## src/rtl/pts_pkg.sv

```systemverilog
// ----------------------------------------------------------------------------
// Periodic task scheduler package
// Shared types, codes and constants of the periodic task scheduler.
// ----------------------------------------------------------------------------
`default_nettype none
package pts_pkg;
	localparam int NUM_SLOTS = 16;
	localparam int SLOT_W    = 4;
	localparam int TIME_BITS = 48;
	localparam int PRIO_W    = 8;
	localparam int PER_W     = 31;

	typedef enum logic [3:0] {
		K_REGISTER   = 4'd0,
		K_UNREGISTER = 4'd1,
		K_SET_ENABLE = 4'd2,
		K_TICK       = 4'd3,
		K_COMPLETION = 4'd4,
		K_READ_STATS = 4'd5,
		K_RESET_STATS= 4'd6,
		K_START      = 4'd7,
		K_STOP       = 4'd8
	} kind_t;

	localparam logic [1:0] R_DUE   = 2'd0;
	localparam logic [1:0] R_COMPL = 2'd1;
	localparam logic [1:0] R_STATS = 2'd2;

	localparam logic [0:0] CFG_WARN_PCT  = 1'b0;
	localparam logic [0:0] CFG_ERR_LIMIT = 1'b1;

	typedef struct packed {
		logic [3:0]           kind;
		logic [SLOT_W-1:0]    slot;
		logic [PRIO_W-1:0]    priority_req;
		logic [PER_W-1:0]     period;
		logic                 mode;
		logic                 enable;
		logic [PER_W-1:0]     warn_threshold;
		logic [TIME_BITS-1:0] now;
		logic [31:0]          cost;
		logic                 success;
	} in_item_t;

	typedef struct packed {
		logic [1:0]        result_kind;
		logic [SLOT_W-1:0] task_slot;
		logic              last;
		logic              cost_warning;
		logic              auto_disabled;
		logic              resynced;
		logic [7:0]        error_streak;
		logic [31:0]       run_count;
		logic [31:0]       fail_count;
		logic [31:0]       min_cost;
		logic [31:0]       max_cost;
		logic [47:0]       total_cost;
	} out_item_t;

	// Timing and statistics of one slot, held in the slot memory.
	typedef struct packed {
		logic [TIME_BITS-1:0] last_run;
		logic [TIME_BITS-1:0] next_due;
		logic [7:0]           streak;
		logic [31:0]          runs;
		logic [31:0]          fails;
		logic [31:0]          cmin;
		logic [31:0]          cmax;
		logic [47:0]          csum;
	} slot_rec_t;

	localparam logic [TIME_BITS-1:0] TIME_MAX = {TIME_BITS{1'b1}};

	function automatic logic [TIME_BITS-1:0] time_add(input logic [TIME_BITS-1:0] a,
		input logic [TIME_BITS-1:0] b);
		logic [TIME_BITS:0] s;
		s = {1'b0, a} + {1'b0, b};
		return s[TIME_BITS] ? TIME_MAX : s[TIME_BITS-1:0];
	endfunction
endpackage
`default_nettype wire

```

## src/rtl/pts_mem.sv

```systemverilog
// ----------------------------------------------------------------------------
// Periodic task scheduler slot memory
// One write port and one registered read port over the slot records.
// ----------------------------------------------------------------------------
`default_nettype none
module pts_mem (
	input  wire logic                        clk,
	input  wire logic                        we,
	input  wire logic [pts_pkg::SLOT_W-1:0]  waddr,
	input  wire pts_pkg::slot_rec_t          wdata,
	input  wire logic [pts_pkg::SLOT_W-1:0]  raddr,
	output pts_pkg::slot_rec_t               rdata
);
	pts_pkg::slot_rec_t mem [pts_pkg::NUM_SLOTS];

	always_ff @(posedge clk) begin
		if (we) begin
			mem[waddr] <= wdata;
		end
		rdata <= mem[raddr];
	end
endmodule
`default_nettype wire

```

## config.mk

```make
export PLATFORM = sky130hd
export DESIGN_NAME = pts_mem
export DESIGN_NICKNAME = d
export VERILOG_FILES = /design/src/rtl/pts_pkg.sv /design/src/rtl/pts_mem.sv
export SDC_FILE = /design/constraint.sdc
export NUM_CORES = 2
export LEC_CHECK = 0
export ABC_CLOCK_PERIOD_IN_PS = 24400
export BUFFER_PORTS_ARGS = -buffer_cell sky130_fd_sc_hd__buf_4
export CAP_MARGIN = 20
export CORE_ASPECT_RATIO = 0.6
export CORE_MARGIN = 4
export CORE_UTILIZATION = 35
export DETAILED_ROUTE_END_ITERATION = 8
export GPL_TIMING_DRIVEN = 0
export REMOVE_ABC_BUFFERS = 1
export SLEW_MARGIN = 25
export SYNTH_ARGS = -nofsm -noshare
export SYNTH_HDL_FRONTEND = slang
export SYNTH_MEMORY_MAX_BITS = 65536
export SYNTH_SLANG_ARGS = --single-unit
export TNS_END_PERCENT = 30
```

## constraint.sdc

```tcl
create_clock -name clk -period 24.4 [get_ports clk]
set_clock_uncertainty 0.05 [all_clocks]
set_input_delay 1.22 -clock clk [delete_from_list [all_inputs] [get_ports clk]]
set_output_delay 1.22 -clock clk [all_outputs]
set_load 0.005 [all_outputs]
```

### Word-level counts from Yosys, hierarchy flattened

Memory sizes are Yosys's and may differ from the RTL's. A register that Yosys moved wholly into a read port is not among the register bits.
Cells that the tools add are included.

| word-level totals | value |
|---|---|
| logic and storage cells | 3 |
| output and inout bits | 280 |
| memories kept | 1 |
| input port bits | 290 |
| memory bits (writable) | 4480 |
| flip-flop bits (word level) | 0 |

| cells by class | value |
|---|---|
| muxes and demuxes | 2 |

Memory list:

| name | depth | bits a word | read ports | clocked after memory_dff | wr ports | RTL line | text |
|---|---|---|---|---|---|---|---|
| mem | 16 | 280 | 1 | 1 | 1 | pts_mem.sv:14 | `pts_pkg::slot_rec_t mem [pts_pkg::NUM_SLOTS];` |

Operators with widths:

| kind | count |
|---|---|
| 2-to-1 mux 1 bit | 2 |

### Logic depth before layout (Yosys ltp)

| logic depth | value |
|---|---|
| word-level depth | 2 |
| gate-level depth with buffers | 8 |
| mapped depth without buffers | 3 |

### Worst setup path before layout

OpenSTA, ideal clock, no wires.

| timing path | value |
|---|---|
| path kind | input to register |
| start | in waddr[2] in the netlist's numbering |
| end | mem mem[0][0] in the netlist's numbering, enable pin |
| library setup time | 1.268 ns |
| arrival time | 20.562 ns |
| buffers on the path | 0 |
| required time | 23.082 ns |
| stages | 2 |
| setup slack | 2.519 ns |
| cells stage by stage | or3b_2 > nor3_1 |

RTL lines:

| item | RTL line | text |
|---|---|---|
| start: declaration | pts_mem.sv:9 | `input wire logic [pts_pkg::SLOT_W-1:0] waddr,` |
| end: declaration | pts_mem.sv:14 |  |

Straight into the memory's write port.

==> flow_metrics.py <==
metrics = {
    "placed_design": {
        "place_area_um2": 196000,
        "gp_congestion": 0.664,
        "port_buffers": 569,
        "dp_hpwl_um": 279000,
        "placed_cells": 14600,
        "place_ws_ns": 17.90,
    },
    "drt": {
        "vias": 81400,
        "drt-wirelength-per-cell_um": 28.1,
        "drtIter0Drc": 8605,
        "drc_errors": 0,
        "ant_nets": 0,
        "vias_per_cell": 5.27,
        "dr.pass1.iters": 7,
        "wirelength_um": 433000,
    },
    "die": {
        "fp-row-count": 199,
        "pin_count": 570,
        "die_area_um2": 507000,
        "core_area_um2": 492000,
        "die_w_um": 917,
        "die_h_um": 553,
        "start_util_pct": 35.3,
    },
    "setup_path": {
        "reg2reg_setup_slack_ns": 22.81,
        "arrival_ns": 6.25,
        "r2r_cells": 3,
        "startpoint_type": "input port",
        "worst_r2r_startpoint": "mem[1][77]",
        "regToRegEndpoint": "rdata[77]",
        "required_ns": 25.25,
        "path_class": "input port to register",
        "end_kind": "register",
        "cp_max_fo": 116,
    },
    "power_and_ir_drop": {
        "ir_drop_v": 0.0000566,
        "p_per_area_nw_per_um2": 81.3,
        "power.total_mw": 17.1,
        "p_leak_nw": 67.8,
    },
    "timing": {
        "worst_slack_ns": 19.00,
        "setup_violations": 0,
        "period_share_pct": 22.1,
        "drv_slew": 0,
        "fin_setup_tns_ns": 0,
        "rsz0062_at_grt": "no",
        "worst_pin_slew_ns": 0.902,
        "max_clock_freq_mhz": 185,
        "fin_crit_ns": 5.40,
        "slew_headroom_pct": 39.8,
        "hold_viol_final": 0,
    },
    "clocking": {
        "postCtsSetupBuffers": 0,
        "clockRootBuffer": "clkbuf_16",
        "clk_latency_ns": 0.98,
        "cts_max_path_buffers": 4,
        "path_clk_slew_ns": 0.07,
        "ctsResizeCount": 0,
        "cts_tree": "done",
        "htree_levels": 5,
        "numCtsBuffers": 427,
        "cts_hold_buf": 0,
        "cts.sinks": 4760,
    },
    "global_route": {
        "grt_max_degree": 117,
        "gr-total-overflow": 0,
        "antenna_found_initial": 57,
        "grt_pass1_wl_um": 623000,
        "track_usage_pct": 16.7,
        "grt_pass1_vias": 83700,
    },
    "min_path": {
        "hp-class": "input port to register",
        "min_to": "mem[4][112]",
        "worstHoldPathCells": 1,
        "holdCritStartpoint": "wdata[112]",
    },
    "layout": {
        "finalNonFillerCells": 15400,
        "syn2layout_area_growth_pct": 21.3,
        "drive_gt1_share_pct": 34.4,
        "fin_area_um2": 210000,
        "finalNetCount": 8792,
    },
    "logic_synthesis": {
        "postSynthAreaPerCell_um2": 23.8,
        "yosysSeqAreaShare_pct": 80.8,
        "ys_seq_elements": 4760,
        "synthCells": 7272,
        "ys_warn_count": 0,
        "netlist-cell-type-count": 25,
        "netlist_area_um2": 173000,
    },
    "status": {
        "status": "finished clean",
    },
    "run": {
        "max_cap_viol_count": 0,
    },
}
==> Yosys cell counts <==
cell type	n	area, um^2
buf_1	19	71.3
o22a_1	8	70.1
and2_1	3	18.8
nand3b_1	2	15.0
a221oi_1	23	201
nor2_1	15	56.3
buf_2	142	711
nor2b_1	45	282
nand2b_1	27	169
clkbuf_1	186	698
or3b_2	1	8.76
dfxtp_1	280	5610
o21ai_0	31	155
a22oi_1	490	3680
or2_2	1	6.26
mux2i_1	39	390
edfxtp_1	4480	135000
o221ai_1	39	342
buf_4	25	188
mux4_2	1058	23800
mux2_2	116	1310
nand2_1	220	826
nor3_1	4	20.0
nand3_1	1	5.00
buf_6	17	191
==> power by group <==
part / switching (mW) / total (mW) / internal, mW
sequential: 0.0745 / 9.21 / 9.13
combinational: 0.489 / 0.914 / 0.425
clock: 3.02 / 6.98 / 3.97
total: 3.58 / 17.1 / 13.5
==> cell families after synthesis <==
logic type,synth area share [%]
flops,80.8
mux,14.7
compound gates,2.56
buf+inv,1.07
simple gates,0.811
==> metrics by stage <==
step	hold slack (ns)	util, %
3_3_place_gp	0.602	37.4
4_1_cts	0.292	42.8
5_1_grt	0.349	42.8
6_report	0.454	42.8
2_1_floorplan	0.585	-
3_5_place_dp	0.607	39.8
==> layout by cell type (no fill, tap or decap), types with 15 or more instances in the layout <==
| cell type | count |
|---|---|
| nand2_1 | 220 |
| buf_16 | 248 |
| a22oi_1 | 490 |
| buf_4 | 770 |
| mux4_2 | 1058 |
| clkinvlp_4 | 15 |
| nor2_4 | 15 |
| a221oi_1 | 23 |
| bufinv_16 | 50 |
| nor2b_1 | 39 |
| dfxtp_1 | 280 |
| clkbuf_16 | 428 |
| mux2i_1 | 39 |
| clkinv_1 | 41 |
| nand2b_1 | 26 |
| mux2_2 | 116 |
| o221ai_1 | 39 |
| edfxtp_1 | 4480 |
| buf_6 | 33 |
| diode_2 | 23 |
| clkbuf_8 | 56 |
| clkbuf_1 | 106 |
| buf_12 | 132 |
| clkinv_2 | 72 |
| o21ai_0 | 31 |
==> routing by layer <==
metal	track usage, %	vias up	routed length, um
li1	-	33700	-
met1	23.6	44300	183000
met2	27.1	2850	210000
met3	3.46	565	32100
met4	3.11	58	7730
met5	0	-	377
==> worst max-delay path by stage <==
stage | start | end | slack, ns | cells past startpoint
after floorplan | waddr[2] | mem[0][0] | 2.52 | 2
after global placement | we | mem[12][107] | -30.46 | 3
after detailed placement | raddr[1] | rdata[246] | 17.90 | 10
after CTS | raddr[1] | rdata[246] | 19.05 | 10
after global routing | raddr[0] | rdata[183] | 18.73 | 10
final | raddr[1] | rdata[246] | 19.00 | 10
==> sequential cells by signal, indices dropped and copies added (netlist names) <==
signal,cells
rdata,280
mem,4480
==> cell type report <==
cell class	count	area (um^2)
antenna	23	57.6
fill	41200	281000
multi-input combinational	2123	31600
sequential	4760	140000
clock inverter	216	2800
tap	6532	8170
timing repair buffer	1190	15700
clock buffer	590	11900
==> worst max-delay path, cell delays in order <==
cell and delay [ns]:
buf_16 0.27, buf_16 0.45, buf_16 0.42, buf_16 0.54, buf_16 0.47, buf_16 0.35
buf_16 0.47, nand2_1 0.52, o221ai_1 0.33, o22a_1 0.24
No activity file was read; power rests on OpenSTA's default activity.
